===== src/rtl/core/irm_pkg.sv =====
// Shared types and constants for the I2C register access master.
// Depends on nothing; imported by every module of the block.
package irm_pkg;

   // Operation codes carried by a request
   typedef enum logic [1:0] {
      OP_READ_BYTE  = 2'd0,
      OP_READ_WORD  = 2'd1,
      OP_WRITE_BYTE = 2'd2,
      OP_PROBE      = 2'd3
   } op_type;

   // Configuration register indexes
   localparam int unsigned CSR_INDEX_W = 1;
   localparam logic [CSR_INDEX_W-1:0] CSR_HALF_PERIOD = 1'd0;
   localparam logic [CSR_INDEX_W-1:0] CSR_ACK_TIMEOUT = 1'd1;
   localparam int unsigned CSR_DATA_W = 12;

   localparam logic [11:0] HALF_PERIOD_RESET = 12'd100;
   localparam logic [7:0]  ACK_TIMEOUT_RESET = 8'd250;

   // Request queue between front and back
   localparam int unsigned QUEUE_DEPTH = 4;
   localparam int unsigned QUEUE_PTR_W = 2;
   localparam int unsigned QUEUE_CNT_W = 3;

   // One clock tick of the bus, as classified by the front part
   typedef struct packed {
      logic       start_req;
      op_type     operation;
      logic [6:0] device_address;
      logic [7:0] register_address;
      logic [7:0] write_data;
      logic       sda_in;
   } req_item_type;

   // Head of the request queue as seen by the engine
   typedef struct packed {
      logic         valid;
      req_item_type item;
   } queue_head_type;

endpackage


===== src/rtl/core/irm_front.sv =====
// Front part of the I2C register access master: accepts and classifies requests
// and holds them in a short queue. Depends on irm_pkg.
module irm_front
   import irm_pkg::*;
(
   input  logic           clock,
   input  logic           reset,
   input  logic           req_valid,
   output logic           req_stall,
   input  logic           req_start_req,
   input  logic [1:0]     req_operation,
   input  logic [6:0]     req_device_address,
   input  logic [7:0]     req_register_address,
   input  logic [7:0]     req_write_data,
   input  logic           req_sda_in,
   output queue_head_type head,
   input  logic           pop
);

   req_item_type                 entry_ff [QUEUE_DEPTH];
   logic [QUEUE_PTR_W-1:0]       wr_ptr_ff, wr_ptr_in;
   logic [QUEUE_PTR_W-1:0]       rd_ptr_ff, rd_ptr_in;
   logic [QUEUE_CNT_W-1:0]       count_ff, count_in;
   logic                         push;
   logic                         do_pop;
   req_item_type                 new_item;

   // classify the operation field
   always_comb begin
      new_item.start_req        = req_start_req;
      unique case (req_operation)
         OP_READ_BYTE:  new_item.operation = OP_READ_BYTE;
         OP_READ_WORD:  new_item.operation = OP_READ_WORD;
         OP_WRITE_BYTE: new_item.operation = OP_WRITE_BYTE;
         default:       new_item.operation = OP_PROBE;
      endcase
      new_item.device_address   = req_device_address;
      new_item.register_address = req_register_address;
      new_item.write_data       = req_write_data;
      new_item.sda_in           = req_sda_in;
   end

   assign req_stall  = (count_ff == QUEUE_CNT_W'(QUEUE_DEPTH));
   assign push       = req_valid && !req_stall;
   assign do_pop     = pop && (count_ff != '0);
   assign head.valid = (count_ff != '0);
   assign head.item  = entry_ff[rd_ptr_ff];

   always_comb begin
      wr_ptr_in = push   ? wr_ptr_ff + 1'b1 : wr_ptr_ff;
      rd_ptr_in = do_pop ? rd_ptr_ff + 1'b1 : rd_ptr_ff;
      count_in  = count_ff;
      if (push && !do_pop) begin
         count_in = count_ff + 1'b1;
      end else if (!push && do_pop) begin
         count_in = count_ff - 1'b1;
      end
   end

   always_ff @(posedge clock) begin
      if (reset) begin
         wr_ptr_ff <= '0;
         rd_ptr_ff <= '0;
         count_ff  <= '0;
      end else begin
         wr_ptr_ff <= wr_ptr_in;
         rd_ptr_ff <= rd_ptr_in;
         count_ff  <= count_in;
      end
   end

   always_ff @(posedge clock) begin
      if (push) begin
         entry_ff[wr_ptr_ff] <= new_item;
      end
   end

endmodule


===== src/rtl/core/irm_engine.sv =====
// Back part of the I2C register access master: bus sequencer stepped once per
// queued request, with the response register. Depends on irm_pkg.
module irm_engine
   import irm_pkg::*;
#(
   parameter int unsigned DIVIDER_WIDTH = 12
) (
   input  logic           clock,
   input  logic           reset,
   input  queue_head_type head,
   output logic           pop,
   input  logic [11:0]    half_period_ticks,
   input  logic [7:0]     ack_timeout,
   output logic           rsp_valid,
   input  logic           rsp_stall,
   output logic           rsp_scl_out,
   output logic           rsp_sda_pull_low,
   output logic           rsp_busy_res,
   output logic           rsp_done_res,
   output logic [15:0]    rsp_read_data,
   output logic           rsp_ack_error,
   output logic           rsp_device_present
);

   typedef enum logic [3:0] {
      PH_IDLE, PH_START, PH_SEND_AW, PH_ACK_AW, PH_SEND_REG, PH_ACK_REG,
      PH_SEND_DATA, PH_ACK_DATA, PH_RESTART, PH_SEND_AR, PH_ACK_AR,
      PH_RECV_LO, PH_MACK_LO, PH_RECV_HI, PH_MACK_HI, PH_STOP
   } phase_type;

   phase_type                phase_ff, phase_in;
   logic [3:0]               bit_ff, bit_in;
   logic [DIVIDER_WIDTH-1:0] tick_ff, tick_in;
   logic [7:0]               shift_ff, shift_in;
   logic [15:0]              data_ff, data_in;
   logic [7:0]               wait_ff, wait_in;
   op_type                   op_ff, op_in;
   logic [6:0]               dev_ff, dev_in;
   logic [7:0]               reg_ff, reg_in;
   logic [7:0]               wbyte_ff, wbyte_in;
   logic                     err_ff, err_in;

   logic                     rsp_valid_ff;
   logic                     scl, pull, busy, done;
   logic [15:0]              half_ext;
   logic [DIVIDER_WIDTH-1:0] half, half_m1, tick_inc;
   logic                     seg_end;
   req_item_type             it;

   assign it       = head.item;
   assign half_ext = {4'd0, half_period_ticks};
   assign half     = half_ext[DIVIDER_WIDTH-1:0];
   assign half_m1  = (half == '0) ? '0 : half - 1'b1;
   assign seg_end  = (tick_ff >= half_m1);
   assign tick_inc = tick_ff + 1'b1;

   // step on a queued request when the response register is free or drains
   assign pop       = head.valid && (!rsp_valid_ff || !rsp_stall);
   assign rsp_valid = rsp_valid_ff;

   always_comb begin
      phase_in = phase_ff;
      bit_in   = bit_ff;
      tick_in  = tick_ff;
      shift_in = shift_ff;
      data_in  = data_ff;
      wait_in  = wait_ff;
      op_in    = op_ff;
      dev_in   = dev_ff;
      reg_in   = reg_ff;
      wbyte_in = wbyte_ff;
      err_in   = err_ff;
      scl      = 1'b1;
      pull     = 1'b0;
      busy     = 1'b1;
      done     = 1'b0;

      unique case (phase_ff)
         PH_START, PH_RESTART: begin
            scl  = (bit_ff != 4'd0);
            pull = (bit_ff >= 4'd2);
            if (!seg_end) begin
               tick_in = tick_inc;
            end else if (bit_ff < 4'd2) begin
               tick_in = '0;
               bit_in  = bit_ff + 1'b1;
            end else begin
               bit_in  = '0;
               tick_in = '0;
               wait_in = '0;
               if (phase_ff == PH_START) begin
                  phase_in = PH_SEND_AW;
                  shift_in = {dev_ff, 1'b0};
               end else begin
                  phase_in = PH_SEND_AR;
                  shift_in = {dev_ff, 1'b1};
               end
            end
         end
         PH_SEND_AW, PH_SEND_REG, PH_SEND_DATA, PH_SEND_AR: begin
            scl  = bit_ff[0];
            pull = !shift_ff[7];
            if (!seg_end) begin
               tick_in = tick_inc;
            end else begin
               tick_in = '0;
               if (bit_ff[0]) begin
                  shift_in = {shift_ff[6:0], 1'b0};
               end
               if (bit_ff == 4'd15) begin
                  bit_in  = '0;
                  wait_in = '0;
                  case (phase_ff)
                     PH_SEND_AW:   phase_in = PH_ACK_AW;
                     PH_SEND_REG:  phase_in = PH_ACK_REG;
                     PH_SEND_DATA: phase_in = PH_ACK_DATA;
                     default:      phase_in = PH_ACK_AR;
                  endcase
               end else begin
                  bit_in = bit_ff + 1'b1;
               end
            end
         end
         PH_ACK_AW, PH_ACK_REG, PH_ACK_DATA, PH_ACK_AR: begin
            scl = (bit_ff != 4'd0);
            if (!seg_end) begin
               tick_in = tick_inc;
            end else if (bit_ff == 4'd0) begin
               tick_in = '0;
               bit_in  = 4'd1;
            end else if (!it.sda_in) begin
               // slave acknowledged: choose the next byte
               bit_in  = '0;
               tick_in = '0;
               wait_in = '0;
               case (phase_ff)
                  PH_ACK_AW: begin
                     if (op_ff == OP_PROBE) begin
                        phase_in = PH_STOP;
                     end else begin
                        phase_in = PH_SEND_REG;
                        shift_in = reg_ff;
                     end
                  end
                  PH_ACK_REG: begin
                     if (op_ff == OP_WRITE_BYTE) begin
                        phase_in = PH_SEND_DATA;
                        shift_in = wbyte_ff;
                     end else begin
                        phase_in = PH_RESTART;
                     end
                  end
                  PH_ACK_AR: begin
                     phase_in = PH_RECV_LO;
                     shift_in = '0;
                  end
                  default: phase_in = PH_STOP;
               endcase
            end else if (wait_ff >= ack_timeout) begin
               // give up and release the bus
               err_in   = 1'b1;
               phase_in = PH_STOP;
               bit_in   = '0;
               tick_in  = '0;
               wait_in  = '0;
            end else begin
               wait_in = wait_ff + 1'b1;
            end
         end
         PH_RECV_LO, PH_RECV_HI: begin
            scl = bit_ff[0];
            if (!seg_end) begin
               tick_in = tick_inc;
            end else begin
               tick_in = '0;
               if (bit_ff[0]) begin
                  shift_in = {shift_ff[6:0], it.sda_in};
               end
               if (bit_ff == 4'd15) begin
                  if (phase_ff == PH_RECV_LO) begin
                     data_in  = {8'd0, shift_in};
                     phase_in = PH_MACK_LO;
                  end else begin
                     data_in  = {shift_in, data_ff[7:0]};
                     phase_in = PH_MACK_HI;
                  end
                  bit_in  = '0;
                  wait_in = '0;
               end else begin
                  bit_in = bit_ff + 1'b1;
               end
            end
         end
         PH_MACK_LO, PH_MACK_HI: begin
            scl  = (bit_ff != 4'd0);
            pull = (phase_ff == PH_MACK_LO) && (op_ff == OP_READ_WORD);
            if (!seg_end) begin
               tick_in = tick_inc;
            end else if (bit_ff == 4'd0) begin
               tick_in = '0;
               bit_in  = 4'd1;
            end else begin
               bit_in  = '0;
               tick_in = '0;
               wait_in = '0;
               if (pull) begin
                  phase_in = PH_RECV_HI;
                  shift_in = '0;
               end else begin
                  phase_in = PH_STOP;
               end
            end
         end
         PH_STOP: begin
            scl  = (bit_ff != 4'd0);
            pull = (bit_ff < 4'd2);
            if (!seg_end) begin
               tick_in = tick_inc;
            end else if (bit_ff < 4'd2) begin
               tick_in = '0;
               bit_in  = bit_ff + 1'b1;
            end else begin
               phase_in = PH_IDLE;
               bit_in   = '0;
               tick_in  = '0;
               wait_in  = '0;
               done     = 1'b1;
            end
         end
         default: begin
            busy     = 1'b0;
            phase_in = PH_IDLE;
            bit_in   = '0;
            tick_in  = '0;
            wait_in  = '0;
            if (it.start_req) begin
               op_in    = it.operation;
               dev_in   = it.device_address;
               reg_in   = it.register_address;
               wbyte_in = it.write_data;
               data_in  = '0;
               err_in   = 1'b0;
               shift_in = '0;
               phase_in = PH_START;
               bit_in   = 4'd1;
            end
         end
      endcase
   end

   always_ff @(posedge clock) begin
      if (reset) begin
         phase_ff     <= PH_IDLE;
         bit_ff       <= '0;
         tick_ff      <= '0;
         shift_ff     <= '0;
         data_ff      <= '0;
         wait_ff      <= '0;
         op_ff        <= OP_READ_BYTE;
         dev_ff       <= '0;
         reg_ff       <= '0;
         wbyte_ff     <= '0;
         err_ff       <= 1'b0;
         rsp_valid_ff <= 1'b0;
      end else if (pop) begin
         phase_ff           <= phase_in;
         bit_ff             <= bit_in;
         tick_ff            <= tick_in;
         shift_ff           <= shift_in;
         data_ff            <= data_in;
         wait_ff            <= wait_in;
         op_ff              <= op_in;
         dev_ff             <= dev_in;
         reg_ff             <= reg_in;
         wbyte_ff           <= wbyte_in;
         err_ff             <= err_in;
         rsp_valid_ff       <= 1'b1;
         rsp_scl_out        <= scl;
         rsp_sda_pull_low   <= pull;
         rsp_busy_res       <= busy;
         rsp_done_res       <= done;
         rsp_read_data      <= data_in;
         rsp_ack_error      <= err_in;
         rsp_device_present <= (phase_in == PH_IDLE) && (op_in == OP_PROBE) && !err_in;
      end else if (!rsp_stall) begin
         rsp_valid_ff <= 1'b0;
      end
   end

endmodule


===== src/rtl/core/i2c_register_access_master_core.sv =====
// Top level of the I2C register access master: configuration registers,
// request queue front and bus sequencer back. Depends on irm_pkg, irm_front,
// irm_engine.
//
// Usage: every request is one clock tick of the bus. It carries a start strobe,
// the operation, device and register addresses, write data and the sampled SDA
// level. Every accepted request yields exactly one response with the SCL and
// SDA drive levels, busy and done flags, the data read, the acknowledge error
// and the probe result. Operations are read byte, read two bytes, write byte
// and probe; a missing acknowledge ends the transfer with a STOP.
// Path: an accepted request is written into the request queue, and its response
// is registered in the response register when the sequencer steps on it.
// Throughput: one request and one sequencer step per cycle unless stalled.
// A four-entry request queue parts the front from the sequencer, and the
// response register parts the sequencer from the receiver, so a stalled
// receiver holds the response and the queue keeps taking requests until full.
// Reset: synchronous; empties the queue, drops the response, returns the
// sequencer to idle and loads half period 100 and acknowledge timeout 250.
// Write the configuration only while no request is in flight.
module i2c_register_access_master_core
   import irm_pkg::*;
#(
   parameter int unsigned DIVIDER_WIDTH = 12
) (
   input  logic                   clock,
   input  logic                   reset,
   input  logic                   req_valid,
   output logic                   req_stall,
   input  logic                   req_start_req,
   input  logic [1:0]             req_operation,
   input  logic [6:0]             req_device_address,
   input  logic [7:0]             req_register_address,
   input  logic [7:0]             req_write_data,
   input  logic                   req_sda_in,
   output logic                   rsp_valid,
   input  logic                   rsp_stall,
   output logic                   rsp_scl_out,
   output logic                   rsp_sda_pull_low,
   output logic                   rsp_busy_res,
   output logic                   rsp_done_res,
   output logic [15:0]            rsp_read_data,
   output logic                   rsp_ack_error,
   output logic                   rsp_device_present,
   input  logic                   csr_write_enable,
   input  logic [CSR_INDEX_W-1:0] csr_index,
   input  logic [CSR_DATA_W-1:0]  csr_write_data
);

   logic [11:0]    half_period_ff;
   logic [7:0]     ack_timeout_ff;
   queue_head_type head;
   logic           pop;

   // configuration registers; writes beyond the list are dropped
   always_ff @(posedge clock) begin
      if (reset) begin
         half_period_ff <= HALF_PERIOD_RESET;
         ack_timeout_ff <= ACK_TIMEOUT_RESET;
      end else if (csr_write_enable) begin
         unique case (csr_index)
            CSR_HALF_PERIOD: half_period_ff <= csr_write_data;
            CSR_ACK_TIMEOUT: ack_timeout_ff <= csr_write_data[7:0];
            default: ;
         endcase
      end
   end

   irm_front u_front (
      .clock                (clock),
      .reset                (reset),
      .req_valid            (req_valid),
      .req_stall            (req_stall),
      .req_start_req        (req_start_req),
      .req_operation        (req_operation),
      .req_device_address   (req_device_address),
      .req_register_address (req_register_address),
      .req_write_data       (req_write_data),
      .req_sda_in           (req_sda_in),
      .head                 (head),
      .pop                  (pop)
   );

   irm_engine #(
      .DIVIDER_WIDTH (DIVIDER_WIDTH)
   ) u_engine (
      .clock              (clock),
      .reset              (reset),
      .head               (head),
      .pop                (pop),
      .half_period_ticks  (half_period_ff),
      .ack_timeout        (ack_timeout_ff),
      .rsp_valid          (rsp_valid),
      .rsp_stall          (rsp_stall),
      .rsp_scl_out        (rsp_scl_out),
      .rsp_sda_pull_low   (rsp_sda_pull_low),
      .rsp_busy_res       (rsp_busy_res),
      .rsp_done_res       (rsp_done_res),
      .rsp_read_data      (rsp_read_data),
      .rsp_ack_error      (rsp_ack_error),
      .rsp_device_present (rsp_device_present)
   );

endmodule

===== config.mk =====
export PLATFORM = sky130hd
export DESIGN_NAME = i2c_register_access_master_core
export DESIGN_NICKNAME = d
export VERILOG_FILES = /design/src/rtl/core/irm_pkg.sv /design/src/rtl/core/irm_front.sv /design/src/rtl/core/irm_engine.sv /design/src/rtl/core/i2c_register_access_master_core.sv
export SDC_FILE = /design/constraint.sdc
export NUM_CORES = 1
export LEC_CHECK = 0
export ABC_AREA = 1
export BUFFER_PORTS_ARGS = -buffer_cell sky130_fd_sc_hd__buf_2
export CELL_PAD_IN_SITES_DETAIL_PLACEMENT = 1
export CELL_PAD_IN_SITES_GLOBAL_PLACEMENT = 1
export CORE_MARGIN = 3
export CORE_UTILIZATION = 40
export DETAILED_ROUTE_END_ITERATION = 10
export GPL_ROUTABILITY_DRIVEN = 0
export PLACE_DENSITY_LB_ADDON = 0.1
export SYNTH_ARGS = -nofsm -noshare
export SYNTH_HDL_FRONTEND = slang
export SYNTH_SLANG_ARGS = --single-unit

===== constraint.sdc =====
create_clock -name clock -period 6.1 [get_ports clock]
set_clock_uncertainty 0.15 [all_clocks]
set_input_delay 0.305 -clock clock [delete_from_list [all_inputs] [get_ports clock]]
set_output_delay 0.305 -clock clock [all_outputs]
set_load 0.005 [all_outputs]

==> flow_summary.yaml, run 1 <==
synthesis:
  post_synth_and_or_nand_nor_area_fraction_pct: 20.9
  synthTopCellsByCount: "nand2_1 (217), inv_1 (161), nor2_1 (149)"
  synth_nets: 1461
  synthAdderAreaFrac_pct: 3.56
  ys_warn_count: 0
  ys.flop_type: "edfxtp_1"
  synth_top_area_share_pct: 33.1
  synthMuxAreaShare_pct: 0
  yosys_register_bits: 238
  ys_types: 52
  synth_top_family_by_area: "simple AND/OR/NAND/NOR gates"
  synth-xor-area-share_pct: 0.816
  synth-compound-area-share_pct: 14.9
  synth_top_cell_by_area: "edfxtp_1"
  synth_most_common_cell: "nand2_1"
  syn_area_per_cell_sq_um: 8.54
  synth_edf_count: 130
  yosys-top-cells-area: "edfxtp_1 (33%), dfxtp_1 (18%), nand2_1 (6.9%)"
  netlist_area_sq_mm: 0.0118
  async_reset_ff_share_pct: 0
  yosysSeqAreaShare_pct: 51.4
  synth_cells: 1383
routing:
  drt-pass1-iter-count: 5
  drc: 0
  avgRoutedWirePerCell_microns: 17.3
  wl_mm: 32.5
  drt-initial-drc-count: 467
  post_drt_via_cell_ratio: 5.19
  antenna_left: 0
  num_vias: 9778
power_and_ir_drop:
  p_leak_nw: 5.73
  power_density_mw_per_mm2: 474
  vdd_drop_max_mv: 0.265
layout:
  drive_above_1_share_pct: 12.8
  fin_util_pct: 47.9
  syn_to_final_growth_pct: 17.3
  nets: 1555
  antenna-diode-count: 0
hold_path:
  min_path_type: "primary input to flop"
cts:
  cts-root-buf: "clkbuf_16"
  htreeDepth: 1
  numCtsBuffers: 28
  cts_tree: "built"
  clock_sink_count: 238
  ctsLongestPathBuffers: 3
  path_clk_slew_ps: 60
  worst_skew_pair.late_latency_ps: 560
sta:
  tightest_slew_ps: 1190
  fin_ws_ps: 1820
  tns_ps: 0
  finalCritPeriodShare_pct: 70.2
  finalSetupViolations: 0
  max_clock_freq_mhz: 234
  finalHoldViolations: 0
  slew_headroom_pct: 20.4
  holdWs_ps: 145
  min_period_ps: 4280
  rsz0062_at_grt: "no"
  finalMaxSlewViolations: 0
global_routing:
  track_usage_pct: 20.9
  grt_pass1_vias: 10167
  grt_pass1_wl_mm: 53.3
  antenna_found_initial: 0
  grt_start_max_net_pins: 63
  grt-ovfl-total: 0
placement:
  place_ws_ps: 1830
  dp_hpwl_mm: 22.3
  port_buffers: 68
critical_path:
  path_common_cell: "nand2_1"
  critPathCaptureType: "flop"
  crit_type: "flop to flop"
  path_cells: "inv_1 > ha_1 > nand2_1 > nor4_1 > and2_0 > inv_1 > o21ai_0 > a21o_1 > ha_1 > nand2_1 > inv_1 > nand2_1 > nand2_1 > nand2_1 > nand4_1 > nand2_1 > nand2_1 > nand3_2 > o21ai_1 > a21oi_1"
  crit_fanout: 20
  start_kind: "flop"
  critPathSlowestCell: "nand4_1"
  slowest_delay_ps: 680
  crit_arrival_ps: 4600
  critPathRequiredTime_ps: 6420
job:
  drv_cap: 0
die:
  rows: 62
  fp.dieH_microns: 178
  die_width_microns: 178
  die_area_sq_mm: 0.0316
  core_area_sq_mm: 0.0289
  start_util_pct: 40.8
  ioPinCount: 69
status:
  outcome: "complete, no violations"
==> routing by layer <==
layer	global-route usage [%]	up-vias	part of all wire, %
li1	-	4868	-
met1	28.2	4731	47
met2	36.4	134	48
met3	2.31	45	3.0
met4	4.35	0	1.9
met5	0	-	0
==> worst max-delay path, delay by kind of cell, from the launching register on <==
kind | cells | cell delay, ps
buffers and inverters | 3 | 330
AOI/OAI and AO/OA | 4 | 560
DFF | 1 | 310
and+or+nand+nor | 11 | 2440
adders and majority gates | 2 | 420
==> cells in the final DEF (no fill, tap or decap), types with 4 or more instances in the layout <==
cell             n
nand2_1        217
inv_1          160
o21ai_0        146
nor2_1         144
edfxtp_1       130
dfxtp_1        108
nand3_1         99
a21oi_1         91
buf_2           68
dlygate4sd3_1   43
o22ai_1         39
ha_1            32
clkbuf_16       30
nand4_1         18
o21ai_1         15
nor2_2          13
o211ai_1        13
inv_2           12
buf_4           11
nand2_4          9
nor3_1           9
xor2_1           9
clkbuf_1         9
nand2_2          6
nor2_4           5
or2_2            5
a211oi_1         5
clkbuf_8         4
clkinv_2         4
==> registers in the layout, indices dropped and copies added, names as in the netlist, 2 cells and up, named ones only <==
register                cells
u_front.entry_ff          108
u_engine.data_ff           16
u_engine.rsp_read_data     16
half_period_ff             12
u_engine.tick_ff           12
ack_timeout_ff              8
u_engine.reg_ff             8
u_engine.shift_ff           8
u_engine.wait_ff            8
u_engine.wbyte_ff           8
u_engine.dev_ff             7
u_engine.bit_ff             4
u_engine.phase_ff           4
u_front.count_ff            3
u_engine.op_ff              2
u_front.rd_ptr_ff           2
u_front.wr_ptr_ff           2
==> final cells by class <==
| class | instances | area [sq um] |
|---|---|---|
| Fill cell | 3395 | 15100 |
| Sequential cell | 238 | 6070 |
| Multi-Input combinational cell | 907 | 4760 |
| Timing Repair Buffer | 122 | 853 |
| Clock buffer | 43 | 840 |
| Inverter | 180 | 703 |
| Tap cell | 384 | 480 |
| Clock inverter | 9 | 148 |
==> worst paths after layout <==
kind	startpoint	to	slack (ps)	cells after the start
setup / recovery	half_period_ff[0]	u_engine.wait_ff[0]	1820	20
hold reg to reg	u_engine.reg_ff[3]	u_engine.reg_ff[3]	310	2
hold / removal	reset	u_engine.wait_ff[5]	150	3
setup reg to reg	half_period_ff[0]	u_engine.wait_ff[0]	1820	20
==> repair_timing <==
item | 4_1_cts | 5_1_grt
resized for setup | 0 | 0
endpoints found under the setup margin | 0 | 0
hold buffers | 43 | 0
hold endpoints to repair | 130 | 0
setup buffers | 0 | 0
==> metrics by stage <==
stage          instances  instance area [sq um]  total power, mW
3_3_place_gp        1788                  12400             4.77
5_1_grt             1883                  13900             7.05
6_report            1883                  13900             6.57
2_1_floorplan       1383                  11800             4.10
4_1_cts             1883                  13900             6.64
3_5_place_dp        1788                  12400             4.84
==> cells by family (layout without fill, tap and decap cells) <==
logic type               after synthesis  count (layout)
AO/OA/AOI/OAI                        323             323
XOR/XNOR                              11              11
adder cells (fa/ha/maj)               33              33
buffers and inverters                238             354
flip-flops                           238             238
AND/OR/NAND/NOR                      540             540
==> power by group <==
| group | switching (mW) | internal [mW] |
|---|---|---|
| Clock | 0.668 | 1.08 |
| Combinational | 1.79 | 0.746 |
| Sequential | 0.212 | 2.07 |
(Power assumes the default switching activity.)
==> run 2: changes to the inputs <==
==> constraint.sdc (replaced) <==
create_clock -name clock -period 3.9 [get_ports clock]
set_clock_uncertainty 0.15 [all_clocks]
set_input_delay 0.195 -clock clock [delete_from_list [all_inputs] [get_ports clock]]
set_output_delay 0.195 -clock clock [all_outputs]
set_load 0.005 [all_outputs]
==> flow_summary.yaml, run 2 (synthesis results as in run 1) <==
die:
  fp.dieH_microns: 178
  ioPinCount: 69
  die_area_sq_mm: 0.0316
  rows: 62
  core_area_sq_mm: 0.0289
  die_width_microns: 178
  start_util_pct: 40.8
critical_path:
  start_kind: "flop"
  path_common_cell: "nand2_1"
  crit_fanout: 16
  crit_arrival_ps: 3810
  slowest_delay_ps: 330
  crit_type: "flop to flop"
  critPathRequiredTime_ps: 4160
  critPathSlowestCell: "dfxtp_1"
  rr_worst_depth: 22
  reg2reg_from: "half_period_ff[0]"
  reg2reg_to: "u_engine.rsp_device_present"
  path_cells: "inv_1 > ha_1 > nand2_1 > nor4_1 > and2_0 > inv_2 > o21ai_0 > a21o_1 > ha_1 > nand2_1 > nor2_1 > nand3_1 > nand4_1 > buf_4 > nand2_1 > nand2_1 > nand3_1 > nand2_1 > inv_1 > nor2_1 > nand3_1 > nor2_1"
  critPathCaptureType: "flop"
  r2r_slack_ps: 350
hold_path:
  hold_depth: 3
  min_path_type: "primary input to flop"
  min-delay-start: "reset"
  min_to: "u_engine.wait_ff[5]"
layout:
  drive_above_1_share_pct: 13.3
  largestRegisters: "u_front.entry_ff: 108 flops, u_engine.data_ff: 16 flops, u_engine.rsp_read_data: 16 flops"
  layout_common_cells: "nand2_1 (215), inv_1 (159), o21ai_0 (146)"
  nets: 1567
  finalInstanceArea_sq_mm: 0.0139
  final_common_cell: "nand2_1"
  syn_to_final_growth_pct: 17.4
  largest_reg_flops: 108
  regMostFlops: "u_front.entry_ff"
  antenna-diode-count: 0
routing:
  drc: 0
  post_drt_via_cell_ratio: 5.18
  drt-initial-drc-count: 480
  antenna_left: 0
  avgRoutedWirePerCell_microns: 17.2
  wl_mm: 32.6
  num_vias: 9805
  drt-pass1-iter-count: 5
cts:
  path_clk_slew_ps: 60
  ctsLongestPathBuffers: 3
  worst_skew_pair.late_latency_ps: 560
  htreeDepth: 1
  cts-root-buf: "clkbuf_16"
  numCtsBuffers: 27
  clock_sink_count: 238
  cts_tree: "built"
sta:
  finalMaxSlewViolations: 0
  holdWs_ps: 58.1
  fin_ws_ps: 349
  slew_headroom_pct: 38.5
  max_clock_freq_mhz: 282
  min_period_ps: 3550
  tns_ps: 0
  rsz0062_at_grt: "yes"
  finalHoldViolations: 0
  finalCritPeriodShare_pct: 91.0
  finalSetupViolations: 0
  tightest_slew_ps: 923
power_and_ir_drop:
  fin_total_pwr_mw: 10.1
  power_density_mw_per_mm2: 731
  p_leak_nw: 5.74
  vdd_drop_max_mv: 0.431
placement:
  port_buffers: 68
  place_ws_ps: 228
  place_area_sq_mm: 0.0125
  dp_hpwl_mm: 22.1
global_routing:
  grt_pass1_wl_mm: 52.2
  grt_pass1_vias: 9993
  antenna_found_initial: 0
  track_usage_pct: 20.6
  grt_start_max_net_pins: 53
  grt-ovfl-total: 0
status:
  outcome: "complete, no violations"
job:
  drv_cap: 0
[run 2: worst max path at each step]
| stage | from | endpoint | slack, ps | depth (start not counted) |
|---|---|---|---|---|
| 2_1_floorplan | half_period_ff[0] | u_engine.rsp_device_present | 830 | 24 |
| 3_3_place_gp | half_period_ff[0] | u_engine.shift_ff[6] | 370 | 20 |
| 3_5_place_dp | half_period_ff[0] | u_engine.wait_ff[1] | 230 | 19 |
| 4_1_cts | half_period_ff[0] | u_engine.wait_ff[1] | 190 | 19 |
| 5_1_grt | half_period_ff[1] | u_engine.rsp_device_present | -1 | 22 |
| 6_report | half_period_ff[0] | u_engine.rsp_device_present | 350 | 22 |
[run 2: layer usage]
| metal | GRT usage (%) | wire, microns | vias up |
|---|---|---|---|
| met3 | 2.89 | 964 | 42 |
| met5 | 0 | 0 | - |
| met1 | 26.8 | 15100 | 4770 |
| met2 | 36.2 | 15900 | 111 |
| li1 | - | - | 4882 |
| met4 | 4.84 | 652 | 0 |
[run 2: critical path: cells and delay by family, from the launching register on]
kind | cells | cell delay (ps)
AOI/OAI and AO/OA | 2 | 250
adders and majority gates | 2 | 510
DFF | 1 | 330
buffers and inverters | 4 | 510
and+or+nand+nor | 14 | 1640
[run 2: per-stage QoR]
| stage | cells | util (%) |
|---|---|---|
| CTS | 1892 | 47.8 |
| floorplan | 1383 | - |
| global placement | 1795 | 43.2 |
| detailed placement | 1795 | 43.2 |
| finish | 1894 | 47.9 |
| global route | 1894 | 47.9 |
[run 2: report_power, final]
part           switching (mW)  internal [mW]
Sequential              0.337           3.24
Combinational            2.80           1.24
Clock                    1.05           1.47
[run 2: area by class of cell]
cell class	count	area, sq um
fillers	3433	15100
inverters	180	703
clock buffers	32	694
well taps	384	480
flip-flops and latches	238	6070
clock inverters	18	174
repair buffers	135	961
multi-input cells	907	4780
[run 2: what timing repair did]
action | in CTS | in global routing
gates resized for setup | 0 | 6
hold buffers | 47 | 0
setup endpoints to repair | 0 | 32
buffers inserted | 0 | 2
hold endpoints to repair | 130 | 0
